## config.mk

```make
export PLATFORM = sky130hd
export DESIGN_NAME = timed_work_heap_queue_top
export DESIGN_NICKNAME = d
export VERILOG_FILES = /design/src/rtl/core/twhq_pkg.sv /design/src/rtl/core/timed_work_heap_queue_top.sv /design/src/rtl/core/twhq_dpath.sv /design/src/rtl/core/twhq_ctrl.sv
export SDC_FILE = /design/constraint.sdc
export NUM_CORES = 2
export LEC_CHECK = 0
export BUFFER_PORTS_ARGS = -buffer_cell sky130_fd_sc_hd__buf_2
export CAP_MARGIN = 20
export CORE_ASPECT_RATIO = 1.2
export CORE_MARGIN = 3
export CORE_UTILIZATION = 55
export DETAILED_ROUTE_END_ITERATION = 10
export GPL_ROUTABILITY_DRIVEN = 0
export PLACE_DENSITY_LB_ADDON = 0.3
export SLEW_MARGIN = 5
export SYNTH_ARGS = -nofsm -noshare
export SYNTH_HDL_FRONTEND = slang
export SYNTH_HIERARCHICAL = 1
export SYNTH_SLANG_ARGS = --single-unit
```

## constraint.sdc

```tcl
create_clock -name aclk -period 23.3 [get_ports aclk]
set_input_delay 3.495 -clock aclk [delete_from_list [all_inputs] [get_ports aclk]]
set_output_delay 3.495 -clock aclk [all_outputs]
set_load 0.02 [all_outputs]
```

## src/rtl/core/twhq_pkg.sv

```systemverilog
// Shared constants, codes and types of the timed work heap queue.
package twhq_pkg;

    localparam int SLOT_DEPTH = 16;
    localparam int ADDR_W     = $clog2(SLOT_DEPTH);
    localparam int CNT_W      = $clog2(SLOT_DEPTH + 1);
    localparam int CFG_W      = 5;
    localparam int LIM_W      = CNT_W + CFG_W;
    localparam int ID_W       = 8;
    localparam int TIME_W     = 32;
    localparam int OP_W       = 5;

    localparam logic [CFG_W-1:0] SLOTS_RESET = CFG_W'(16);

    localparam logic [1:0] CMD_SCHED  = 2'd0;
    localparam logic [1:0] CMD_CANCEL = 2'd1;
    localparam logic [1:0] CMD_POP    = 2'd2;

    localparam logic [1:0] ST_OK    = 2'd0;
    localparam logic [1:0] ST_FULL  = 2'd1;
    localparam logic [1:0] ST_EMPTY = 2'd2;
    localparam logic [1:0] ST_LATE  = 2'd3;

    localparam logic [OP_W-1:0] OP_NONE      = 5'd0;
    localparam logic [OP_W-1:0] OP_LATCH     = 5'd1;
    localparam logic [OP_W-1:0] OP_SCAN_INIT = 5'd2;
    localparam logic [OP_W-1:0] OP_RD_IDX    = 5'd3;
    localparam logic [OP_W-1:0] OP_SCAN_NEXT = 5'd4;
    localparam logic [OP_W-1:0] OP_RD_LAST   = 5'd5;
    localparam logic [OP_W-1:0] OP_MOVE_LAST = 5'd6;
    localparam logic [OP_W-1:0] OP_DEC       = 5'd7;
    localparam logic [OP_W-1:0] OP_RB_INIT   = 5'd8;
    localparam logic [OP_W-1:0] OP_SIFT_GO   = 5'd9;
    localparam logic [OP_W-1:0] OP_CAP_I     = 5'd10;
    localparam logic [OP_W-1:0] OP_RD_L      = 5'd11;
    localparam logic [OP_W-1:0] OP_RD_R      = 5'd12;
    localparam logic [OP_W-1:0] OP_CMP       = 5'd13;
    localparam logic [OP_W-1:0] OP_SW1       = 5'd14;
    localparam logic [OP_W-1:0] OP_SW2       = 5'd15;
    localparam logic [OP_W-1:0] OP_K_DEC     = 5'd16;
    localparam logic [OP_W-1:0] OP_RD_HEAD   = 5'd17;
    localparam logic [OP_W-1:0] OP_HEAD_LATE = 5'd18;
    localparam logic [OP_W-1:0] OP_HEAD_CAP  = 5'd19;
    localparam logic [OP_W-1:0] OP_APPEND    = 5'd20;

    typedef struct packed {
        logic [ID_W-1:0]   id;
        logic [TIME_W-1:0] due;
        logic [TIME_W-1:0] per;
    } entry_t;

    typedef struct packed {
        logic [OP_W-1:0] op;
        logic            set_st;
        logic [1:0]      st;
    } dp_cmd_t;

    typedef struct packed {
        logic [1:0] cmd;
        logic       cnt_zero;
        logic       idx_lt_n;
        logic       id_match;
        logic       n_gt1;
        logic       l_lt_n;
        logic       r_lt_n;
        logic       best_is_i;
        logic       k_zero;
        logic       full;
        logic       head_late;
        logic       per_nz;
    } dp_stat_t;

endpackage

```

## src/rtl/core/timed_work_heap_queue_top.sv

```systemverilog
// Top level of the timed work heap queue: ports, slot register, result register.
// Work per request: an empty pop or an unknown command goes straight to the result, and a pop
//   whose head is not due reads only the head; otherwise the id search examines the entries
//   in turn, and each rebuild sifts every parent down, with a swap at each level it sinks.
// Throughput: one request in work at a time; the next is taken the cycle after its result loads.
// Reset: control, count and result valid clear; the slot register returns to 16; store not cleared.
module timed_work_heap_queue_top import twhq_pkg::*; (
    input  logic         aclk,
    input  logic         aresetn,
    // request channel
    input  logic         s_tvalid,
    output logic         s_tready,
    input  logic [103:0] s_tdata,   // item_id[7:0], due_time[39:8], period[71:40], now_time[103:72]
    input  logic [1:0]   s_tuser,   // cmd[1:0]
    // result channel
    output logic         m_tvalid,
    input  logic         m_tready,
    output logic [47:0]  m_tdata,   // out_id[7:0], out_time[39:8], entry_count[43:40], zero[47:44]
    output logic [1:0]   m_tuser,   // status[1:0]
    // slot register write
    input  logic         cfg_valid,
    output logic         cfg_ready,
    input  logic [4:0]   cfg_data
);

    logic [CFG_W-1:0]  slots_reg;
    logic              m_tvalid_reg;
    logic [47:0]       m_tdata_reg;
    logic [1:0]        m_tuser_reg;

    dp_cmd_t           dp_cmd;
    dp_stat_t          dp_stat;
    entry_t            in_entry;
    logic              out_free;
    logic              out_load;
    logic [1:0]        res_status;
    logic [ID_W-1:0]   res_id;
    logic [TIME_W-1:0] res_time;
    logic [CNT_W-1:0]  res_count;

    // Slot register is writable out of reset; the user must write it only while idle, the block does not enforce it.
    assign cfg_ready = aresetn;

    always_ff @(posedge aclk) begin
        if (!aresetn) begin
            slots_reg <= SLOTS_RESET;
        end else if (cfg_valid) begin
            slots_reg <= cfg_data;
        end
    end

    assign in_entry.id  = s_tdata[7:0];
    assign in_entry.due = s_tdata[39:8];
    assign in_entry.per = s_tdata[71:40];

    twhq_ctrl u_ctrl (
        .aclk     (aclk),
        .aresetn  (aresetn),
        .in_valid (s_tvalid),
        .in_ready (s_tready),
        .out_free (out_free),
        .out_load (out_load),
        .stat     (dp_stat),
        .cmd      (dp_cmd)
    );

    twhq_dpath u_dpath (
        .aclk       (aclk),
        .aresetn    (aresetn),
        .cmd        (dp_cmd),
        .in_cmd     (s_tuser),
        .in_entry   (in_entry),
        .in_now     (s_tdata[103:72]),
        .slots      (slots_reg),
        .stat       (dp_stat),
        .res_status (res_status),
        .res_id     (res_id),
        .res_time   (res_time),
        .res_count  (res_count)
    );

    // Result register: free when empty or being taken this cycle.
    assign out_free = !m_tvalid_reg || m_tready;

    always_ff @(posedge aclk) begin
        if (!aresetn) begin
            m_tvalid_reg <= 1'b0;
        end else if (out_load) begin
            m_tvalid_reg <= 1'b1;
        end else if (m_tready) begin
            m_tvalid_reg <= 1'b0;
        end
    end

    // Count never exceeds fifteen, so four bits carry it.
    always_ff @(posedge aclk) begin
        if (out_load) begin
            m_tdata_reg <= {4'b0, res_count[3:0], res_time, res_id};
            m_tuser_reg <= res_status;
        end
    end

    assign m_tvalid = m_tvalid_reg;
    assign m_tdata  = m_tdata_reg;
    assign m_tuser  = m_tuser_reg;

endmodule

```

## src/rtl/core/twhq_dpath.sv

```systemverilog
// Datapath: entry store, count, scan and sift registers, result registers.
module twhq_dpath import twhq_pkg::*; (
    input  logic                    aclk,
    input  logic                    aresetn,
    input  dp_cmd_t                 cmd,
    input  logic [1:0]              in_cmd,
    input  entry_t                  in_entry,
    input  logic [TIME_W-1:0]       in_now,
    input  logic [CFG_W-1:0]        slots,
    output dp_stat_t                stat,
    output logic [1:0]              res_status,
    output logic [ID_W-1:0]         res_id,
    output logic [TIME_W-1:0]       res_time,
    output logic [CNT_W-1:0]        res_count
);

    entry_t              mem [SLOT_DEPTH];
    entry_t              rd_data_reg;
    logic [ADDR_W-1:0]   rd_addr_reg;
    entry_t              work_reg;
    entry_t              hold_reg;
    entry_t              best_e_reg;
    logic [TIME_W-1:0]   best_t_reg;
    logic [TIME_W-1:0]   now_reg;
    logic [1:0]          cmd_reg;
    logic [CNT_W-1:0]    n_reg;
    logic [CNT_W-1:0]    idx_reg;
    logic [CNT_W-1:0]    k_reg;
    logic [ADDR_W-1:0]   i_reg;
    logic [ADDR_W-1:0]   best_reg;
    logic [1:0]          st_reg;
    logic [ID_W-1:0]     res_id_reg;
    logic [TIME_W-1:0]   res_time_reg;

    logic                rd_en;
    logic [ADDR_W-1:0]   rd_addr;
    logic                wr_en;
    logic [ADDR_W-1:0]   wr_addr;
    entry_t              wr_data;
    logic [ADDR_W:0]     l_idx;
    logic [ADDR_W:0]     r_idx;
    logic [LIM_W-1:0]    slot_clamp;
    logic [LIM_W-1:0]    limit;
    logic [CNT_W-1:0]    k_m1;
    logic [CNT_W-1:0]    n_m1;

    assign l_idx = {i_reg, 1'b1};
    assign r_idx = l_idx + 1'b1;
    assign k_m1  = k_reg - 1'b1;
    assign n_m1  = n_reg - 1'b1;

    // Slot limit: zero acts as one, anything above the depth as the depth.
    always_comb begin
        if (slots == '0) begin
            slot_clamp = LIM_W'(1);
        end else if (LIM_W'(slots) > LIM_W'(SLOT_DEPTH)) begin
            slot_clamp = LIM_W'(SLOT_DEPTH);
        end else begin
            slot_clamp = LIM_W'(slots);
        end
        limit = slot_clamp - LIM_W'(1);
    end

    always_comb begin
        rd_en   = 1'b0;
        rd_addr = '0;
        wr_en   = 1'b0;
        wr_addr = '0;
        wr_data = work_reg;
        case (cmd.op)
            OP_RD_IDX: begin
                rd_en   = 1'b1;
                rd_addr = idx_reg[ADDR_W-1:0];
            end
            OP_RD_LAST: begin
                rd_en   = 1'b1;
                rd_addr = n_m1[ADDR_W-1:0];
            end
            OP_SIFT_GO: begin
                rd_en   = 1'b1;
                rd_addr = k_m1[ADDR_W-1:0];
            end
            OP_RD_L: begin
                rd_en   = 1'b1;
                rd_addr = l_idx[ADDR_W-1:0];
            end
            OP_RD_R: begin
                rd_en   = 1'b1;
                rd_addr = r_idx[ADDR_W-1:0];
            end
            OP_RD_HEAD: begin
                rd_en   = 1'b1;
                rd_addr = '0;
            end
            OP_MOVE_LAST: begin
                wr_en   = 1'b1;
                wr_addr = idx_reg[ADDR_W-1:0];
                wr_data = rd_data_reg;
            end
            OP_SW1: begin
                wr_en   = 1'b1;
                wr_addr = i_reg;
                wr_data = best_e_reg;
            end
            OP_SW2: begin
                wr_en   = 1'b1;
                wr_addr = best_reg;
                wr_data = hold_reg;
            end
            OP_APPEND: begin
                wr_en   = 1'b1;
                wr_addr = n_reg[ADDR_W-1:0];
                wr_data = work_reg;
            end
            default: begin
                rd_en = 1'b0;
            end
        endcase
    end

    always_ff @(posedge aclk) begin
        if (wr_en) begin
            mem[wr_addr] <= wr_data;
        end
        if (rd_en) begin
            rd_data_reg <= mem[rd_addr];
            rd_addr_reg <= rd_addr;
        end
    end

    always_ff @(posedge aclk) begin
        if (!aresetn) begin
            n_reg <= '0;
        end else begin
            case (cmd.op)
                OP_MOVE_LAST, OP_DEC: n_reg <= n_m1;
                OP_APPEND:            n_reg <= n_reg + 1'b1;
                default:              n_reg <= n_reg;
            endcase
        end
    end

    always_ff @(posedge aclk) begin
        if (cmd.set_st) begin
            st_reg <= cmd.st;
        end
        case (cmd.op)
            OP_LATCH: begin
                work_reg     <= in_entry;
                now_reg      <= in_now;
                cmd_reg      <= in_cmd;
                res_id_reg   <= '0;
                res_time_reg <= '0;
            end
            OP_SCAN_INIT: idx_reg <= '0;
            OP_SCAN_NEXT: idx_reg <= idx_reg + 1'b1;
            OP_RB_INIT:   k_reg   <= n_reg >> 1;
            OP_K_DEC:     k_reg   <= k_m1;
            OP_SIFT_GO:   i_reg   <= k_m1[ADDR_W-1:0];
            OP_CAP_I: begin
                hold_reg   <= rd_data_reg;
                best_reg   <= i_reg;
                best_t_reg <= rd_data_reg.due;
            end
            OP_CMP: begin
                if (rd_data_reg.due < best_t_reg) begin
                    best_reg   <= rd_addr_reg;
                    best_t_reg <= rd_data_reg.due;
                    best_e_reg <= rd_data_reg;
                end
            end
            OP_SW2: begin
                // The moved entry is the parent of the next level.
                i_reg      <= best_reg;
                best_t_reg <= hold_reg.due;
            end
            OP_HEAD_LATE: res_time_reg <= rd_data_reg.due;
            OP_HEAD_CAP: begin
                res_id_reg   <= rd_data_reg.id;
                res_time_reg <= rd_data_reg.due;
                work_reg.id  <= rd_data_reg.id;
                work_reg.due <= now_reg + rd_data_reg.per;
                work_reg.per <= rd_data_reg.per;
            end
            default: begin
                idx_reg <= idx_reg;
            end
        endcase
    end

    assign stat.cmd       = cmd_reg;
    assign stat.cnt_zero  = (n_reg == '0);
    assign stat.idx_lt_n  = (idx_reg < n_reg);
    assign stat.id_match  = (rd_data_reg.id == work_reg.id);
    assign stat.n_gt1     = (n_reg > CNT_W'(1));
    assign stat.l_lt_n    = (LIM_W'(l_idx) < LIM_W'(n_reg));
    assign stat.r_lt_n    = (LIM_W'(r_idx) < LIM_W'(n_reg));
    assign stat.best_is_i = (best_reg == i_reg);
    assign stat.k_zero    = (k_reg == '0);
    assign stat.full      = (LIM_W'(n_reg) >= limit);
    assign stat.head_late = (rd_data_reg.due > now_reg);
    assign stat.per_nz    = (work_reg.per != '0);

    assign res_status = st_reg;
    assign res_id     = res_id_reg;
    assign res_time   = res_time_reg;
    assign res_count  = n_reg;

    a_count_bound: assert property (@(posedge aclk) disable iff (!aresetn)
        LIM_W'(n_reg) < LIM_W'(SLOT_DEPTH))
        else $error("entry count beyond slot depth");
    a_append_room: assert property (@(posedge aclk) disable iff (!aresetn)
        cmd.op == OP_APPEND |-> !stat.full)
        else $error("append into a full queue");
    a_swap_moves: assert property (@(posedge aclk) disable iff (!aresetn)
        cmd.op == OP_SW1 |-> best_reg != i_reg)
        else $error("swap without a smaller child");
    a_dec_nonzero: assert property (@(posedge aclk) disable iff (!aresetn)
        (cmd.op == OP_DEC || cmd.op == OP_MOVE_LAST) |-> n_reg != '0)
        else $error("removal from an empty queue");

endmodule

```

## src/rtl/core/twhq_ctrl.sv

```systemverilog
// Controller: sequences id search, removal, append, heap rebuild and result.
module twhq_ctrl import twhq_pkg::*; (
    input  logic      aclk,
    input  logic      aresetn,
    input  logic      in_valid,
    output logic      in_ready,
    input  logic      out_free,
    output logic      out_load,
    input  dp_stat_t  stat,
    output dp_cmd_t   cmd
);

    localparam logic [4:0] S_IDLE    = 5'd0;
    localparam logic [4:0] S_DISP    = 5'd1;
    localparam logic [4:0] S_HEAD_W  = 5'd2;
    localparam logic [4:0] S_SCAN0   = 5'd3;
    localparam logic [4:0] S_SCAN    = 5'd4;
    localparam logic [4:0] S_SCAN_W  = 5'd5;
    localparam logic [4:0] S_MOVE    = 5'd6;
    localparam logic [4:0] S_RB0     = 5'd7;
    localparam logic [4:0] S_RB_K    = 5'd8;
    localparam logic [4:0] S_SIFT_I  = 5'd9;
    localparam logic [4:0] S_SIFT_L  = 5'd10;
    localparam logic [4:0] S_SIFT_LW = 5'd11;
    localparam logic [4:0] S_SIFT_R  = 5'd12;
    localparam logic [4:0] S_SIFT_RW = 5'd13;
    localparam logic [4:0] S_SIFT_D  = 5'd14;
    localparam logic [4:0] S_SW2     = 5'd15;
    localparam logic [4:0] S_POST_RM = 5'd16;
    localparam logic [4:0] S_INS     = 5'd17;
    localparam logic [4:0] S_DONE    = 5'd18;

    logic [4:0] state_reg, state_next;
    logic       found_reg, found_next;
    logic       ins_reg, ins_next;

    always_ff @(posedge aclk) begin
        if (!aresetn) begin
            state_reg <= S_IDLE;
            found_reg <= 1'b0;
            ins_reg   <= 1'b0;
        end else begin
            state_reg <= state_next;
            found_reg <= found_next;
            ins_reg   <= ins_next;
        end
    end

    always_comb begin
        state_next = state_reg;
        found_next = found_reg;
        ins_next   = ins_reg;
        cmd        = '{op: OP_NONE, set_st: 1'b0, st: ST_OK};
        in_ready   = 1'b0;
        out_load   = 1'b0;
        case (state_reg)
            S_IDLE: begin
                in_ready = aresetn;
                if (in_valid && aresetn) begin
                    cmd        = '{op: OP_LATCH, set_st: 1'b1, st: ST_EMPTY};
                    found_next = 1'b0;
                    ins_next   = 1'b0;
                    state_next = S_DISP;
                end
            end
            S_DISP: begin
                case (stat.cmd)
                    CMD_SCHED, CMD_CANCEL: begin
                        state_next = S_SCAN0;
                    end
                    CMD_POP: begin
                        if (stat.cnt_zero) begin
                            state_next = S_DONE;
                        end else begin
                            cmd.op     = OP_RD_HEAD;
                            state_next = S_HEAD_W;
                        end
                    end
                    default: begin
                        state_next = S_DONE;
                    end
                endcase
            end
            S_HEAD_W: begin
                if (stat.head_late) begin
                    cmd        = '{op: OP_HEAD_LATE, set_st: 1'b1, st: ST_LATE};
                    state_next = S_DONE;
                end else begin
                    cmd        = '{op: OP_HEAD_CAP, set_st: 1'b1, st: ST_OK};
                    state_next = S_SCAN0;
                end
            end
            S_SCAN0: begin
                cmd.op     = OP_SCAN_INIT;
                state_next = S_SCAN;
            end
            S_SCAN: begin
                if (stat.idx_lt_n) begin
                    cmd.op     = OP_RD_IDX;
                    state_next = S_SCAN_W;
                end else begin
                    state_next = S_POST_RM;
                end
            end
            S_SCAN_W: begin
                if (stat.id_match) begin
                    found_next = 1'b1;
                    if (stat.n_gt1) begin
                        cmd.op     = OP_RD_LAST;
                        state_next = S_MOVE;
                    end else begin
                        cmd.op     = OP_DEC;
                        state_next = S_RB0;
                    end
                end else begin
                    cmd.op     = OP_SCAN_NEXT;
                    state_next = S_SCAN;
                end
            end
            S_MOVE: begin
                cmd.op     = OP_MOVE_LAST;
                state_next = S_RB0;
            end
            S_RB0: begin
                cmd.op     = OP_RB_INIT;
                state_next = S_RB_K;
            end
            S_RB_K: begin
                if (stat.k_zero) begin
                    state_next = ins_reg ? S_DONE : S_POST_RM;
                end else begin
                    cmd.op     = OP_SIFT_GO;
                    state_next = S_SIFT_I;
                end
            end
            S_SIFT_I: begin
                cmd.op     = OP_CAP_I;
                state_next = S_SIFT_L;
            end
            S_SIFT_L: begin
                if (stat.l_lt_n) begin
                    cmd.op     = OP_RD_L;
                    state_next = S_SIFT_LW;
                end else begin
                    state_next = S_SIFT_R;
                end
            end
            S_SIFT_LW: begin
                cmd.op     = OP_CMP;
                state_next = S_SIFT_R;
            end
            S_SIFT_R: begin
                if (stat.r_lt_n) begin
                    cmd.op     = OP_RD_R;
                    state_next = S_SIFT_RW;
                end else begin
                    state_next = S_SIFT_D;
                end
            end
            S_SIFT_RW: begin
                cmd.op     = OP_CMP;
                state_next = S_SIFT_D;
            end
            S_SIFT_D: begin
                if (stat.best_is_i) begin
                    cmd.op     = OP_K_DEC;
                    state_next = S_RB_K;
                end else begin
                    cmd.op     = OP_SW1;
                    state_next = S_SW2;
                end
            end
            S_SW2: begin
                cmd.op     = OP_SW2;
                state_next = S_SIFT_L;
            end
            S_POST_RM: begin
                case (stat.cmd)
                    CMD_SCHED: begin
                        state_next = S_INS;
                    end
                    CMD_CANCEL: begin
                        cmd.set_st = 1'b1;
                        cmd.st     = found_reg ? ST_OK : ST_EMPTY;
                        state_next = S_DONE;
                    end
                    default: begin
                        state_next = stat.per_nz ? S_INS : S_DONE;
                    end
                endcase
            end
            S_INS: begin
                if (stat.full) begin
                    // A periodic head with no room is dropped silently.
                    cmd.set_st = (stat.cmd == CMD_SCHED);
                    cmd.st     = ST_FULL;
                    state_next = S_DONE;
                end else begin
                    cmd        = '{op: OP_APPEND, set_st: 1'b1, st: ST_OK};
                    ins_next   = 1'b1;
                    state_next = S_RB0;
                end
            end
            S_DONE: begin
                if (out_free) begin
                    out_load   = 1'b1;
                    state_next = S_IDLE;
                end
            end
            default: begin
                state_next = S_IDLE;
            end
        endcase
    end

    a_ready_idle: assert property (@(posedge aclk) disable iff (!aresetn)
        in_ready |-> state_reg == S_IDLE)
        else $error("request taken outside idle");
    a_load_free: assert property (@(posedge aclk) disable iff (!aresetn)
        out_load |-> out_free)
        else $error("result loaded over a waiting result");
    a_accept_then_disp: assert property (@(posedge aclk) disable iff (!aresetn)
        (in_valid && in_ready) |=> state_reg == S_DISP)
        else $error("accepted request not dispatched");

endmodule
```

==> out/qor.csv <==
stage,metric,value,unit
layout,Top reg by flops,u_dpath/mem,
layout,Layout Cells excl Fill,7142,
layout,Fill cells,9144,
timing,fmax,97.1,MHz
placement,DPL Wire Length,108000,um
logic_synthesis,"Top FF cell, synth",edfxtp_1,
worst_setup_path,R2R setup slack,13540,ps
worst_setup_path,"Top cell by count, worst path",buf_4,
power,pwr dens,105,nW/um^2
logic_synthesis,YS warnings,6,
min_path,HP Class,flip-flop to flip-flop,
clocking,H-tree Lvls,4,
layout,cell area after layout,75300,sq um
timing,final worst slack,13010,ps
worst_setup_path,"Slowest-stage cell, CP",buf_4,
floorplan,Starting Density,55.8,%
clocking,TritonCTS buffer count,155,
placement,I/O Buffers,164,
layout,fraction of layout instances using a drive strength above 1,9.14,%
clocking,CTS sink count,1634,
route,routed wire length,187000,um
worst_setup_path,worst r2r src,u_dpath/now_reg[1],
worst_setup_path,Startpoint Class,input port,
logic_synthesis,synth unique cells,82,
power,Switching Share,29.9,%
floorplan,height of the die,392,um
route,1st-iter DRT viols,5893,
logic_synthesis,sequential share of the synthesized area,71.6,%
min_path,hold path start,u_dpath/res_time[18],
clocking,CTS Hold Bufs,0,
floorplan,Die W,328,um
logic_synthesis,Syn Inst Count,5318,
timing,Layout Skew,25.0,ps
layout,max reg flops,1152,
timing,TNS Setup,0,ps
power,sequential share of power,49.6,%
layout,P&R area growth vs syn,10.4,%
power,Internal Power,5.53,mW
clocking,CTS tree,done,
clocking,setup bufs post-CTS,0,
logic_synthesis,"EDFF count, synth",1616,
job,max-cap violations,0,
timing,final setup fails,0,
power,Sw Pwr,2.36,mW
floorplan,die area,128000,sq um
power,VDD IR max,0.0000818,V
clocking,clk buf depth,3,
worst_setup_path,CP Max Fanout,76,
timing,Max-slew headroom,15.5,%
global_route,all-layer global routing usage,29.1,%
timing,RSZ-0062 raised after global routing,false,
worst_setup_path,R2R depth,25,
global_route,GRT overflow,0,
layout,post-route core utilization,61.6,%
global_route,largest net degree at the start of global routing,187,
logic_synthesis,"Async S/R FF share, synth",0,%
worst_setup_path,r2r endpoint,u_dpath/rd_data_reg[50],
floorplan,row cnt,140,
logic_synthesis,Synth Cell Area,68200,sq um
route,post-DR wirelength/cell,26.2,um
clocking,Clock transition at path regs,70,ps
route,ANT nets after route,0,
route,vias per cell,6.35,
worst_setup_path,CP Cell Sequence,buf_2 -> nand4_1 -> nand3_1 -> or3_1 -> nor3b_1 -> o21ai_0 -> and3_4 -> buf_4 -> buf_4 -> buf_4 -> buf_4 -> buf_4 -> nand2_1 -> and3_1 -> a311oi_1 -> a311oi_1 -> a31oi_1,
global_route,vias in the first global route,43419,
worst_setup_path,kind of critical path,input port to flip-flop,
floorplan,core area,122000,sq um
worst_setup_path,CP Buf/Inv Count,6,
worst_setup_path,Worst EP arrival,10890,ps
global_route,initial antenna violation count,7,
placement,post-place setup slack,12440,ps
run_status,status,"complete, no violations",
power,Gate power share,19.4,%
layout,final layout net count,5631,
timing,Slew @ Worst Pin,1270,ps
clocking,clk_lat worst skew,780,ps
placement,DP Area,70500,sq um
min_path,Worst Hold End,m_tdata[26],
timing,Tcrit/Tclk final,44.2,%
worst_setup_path,Critical Path RT,23900,ps
clocking,CTS resizes,0,
worst_setup_path,Crit path max-delay family,buffers and inverters,
route,Initial DRT Pass Iterations,6,
worst_setup_path,crit path from,aresetn,
route,via count,45328,
layout,"commonest non-fill, non-tap cells in the layout","edfxtp_1, nand2_1, nand3_1",
power,Pleak,26.7,nW
layout,"most common cell after layout, fill and taps aside",edfxtp_1,
logic_synthesis,synthesized area per cell,12.8,sq um
worst_setup_path,endpoint class of the critical path,flip-flop,
timing,endpoints failing hold,0,
floorplan,IO Pins,169,
min_path,hold depth,0,
route,Residual DRC,0,
worst_setup_path,Crit path largest cell delay,780,ps
timing,Max Transition Viols Final,0,
logic_synthesis,synthesized flop and latch total,1634,
power,clock share of power,30.9,%
timing,final hold slack,416,ps
power,Pwr Total,7.89,mW
placement,placed cells,6869,
global_route,first-pass GRT wire length,277000,um
timing,fin crit period,10290,ps
clocking,root buf cell,clkbuf_16,
==> worst reg2reg max path: stages, from the launching register on <==
cell and delay (ps):
edfxtp_1 440, inv_1 160, ha_1 330, nor2b_1 130
o21a_1 120, o21a_1 110, o21a_1 110, o21ai_0 100
a21oi_1 300, o21ai_0 140, a22oi_1 500, o21ai_1 170
or3_1 740, nor3b_1 390, o21ai_0 150, and3_4 740
buf_4 770, buf_4 760, buf_4 830, buf_4 810
buf_4 840, nand2_1 120, and3_1 190, a311oi_1 310
a311oi_1 110, a31oi_1 230
==> power groups by stage <==
| stage | clock network [mW] | logic (mW) | registers, mW |
|---|---|---|---|
| 2_1_floorplan | 0 | 1.03 | 3.86 |
| 3_3_place_gp | 0 | 1.45 | 3.96 |
| 3_5_place_dp | 0 | 1.49 | 3.97 |
| 4_1_cts | 2.47 | 1.50 | 3.91 |
| 5_1_grt | 2.57 | 1.66 | 3.93 |
| 6_report | 2.44 | 1.53 | 3.92 |
==> how the worst max path moves through the flow <==
stage / depth (start not counted) / slack [ps] / end
6_report: 17 / 13010 / u_dpath/rd_data_reg[50]
5_1_grt: 17 / 12680 / u_dpath/rd_data_reg[50]
4_1_cts: 17 / 13250 / u_dpath/rd_data_reg[50]
3_5_place_dp: 17 / 12440 / u_dpath/rd_data_reg[50]
3_3_place_gp: 17 / 12610 / u_dpath/rd_data_reg[50]
2_1_floorplan: 10 / 12130 / u_dpath/mem[0][0]
==> layout make-up <==
class | instances | area (sq um) | share of cell area (%)
antenna | 5 | 12.5 | 0.0166
sequential | 1634 | 48900 | 64.9
multi-input combinational | 3259 | 17600 | 23.4
inverter | 103 | 425 | 0.565
clock buffer | 193 | 4170 | 5.54
clock inverter | 75 | 674 | 0.895
timing repair buffer | 240 | 1490 | 1.97
tap | 1633 | 2040 | 2.71
==> Yosys cell counts (9+ instances only) <==
library cell	n	share of area, %
a311oi_1	145	1.9
a21boi_0	9	0.099
a21o_1	29	0.32
nor3_1	15	0.11
nand3_1	645	4.7
buf_6	18	0.30
a22o_1	42	0.54
a221o_1	41	0.60
o21ai_0	76	0.56
nor2_1	72	0.40
buf_1	31	0.17
buf_4	40	0.44
inv_1	100	0.55
a31oi_1	78	0.71
nor2b_1	31	0.28
and3_1	87	0.80
buf_2	49	0.36
xnor2_1	33	0.42
edfxtp_1	1616	71
mux2i_1	9	0.13
a22oi_1	36	0.40
a21oi_1	75	0.55
clkbuf_1	187	1.0
ha_1	121	2.2
nand4_1	28	0.26
nor4_1	13	0.12
and2_1	41	0.38
xor2_1	21	0.27
dfxtp_1	18	0.53
nand2b_1	17	0.16
nand2_1	1469	8.1
==> kinds of logic after synthesis <==
logic type,synth area share [%]
AND/OR/NAND/NOR,15.8
flip-flops,71.6
AO/OA/AOI/OAI,6.57
buffers and inverters,2.88
adder cells (fa/ha/maj),2.25
XOR/XNOR,0.693
multiplexers,0.198
other,0.00549
==> routing by layer <==
metal	track usage, %	up-vias	wire length, um
li1	-	19741	-
met1	39.9	22253	69700
met2	44.7	2901	85900
met3	7.44	429	24500
met4	11.9	4	7300
met5	0	-	24
Note: power is estimated with default switching activity, not from simulation.
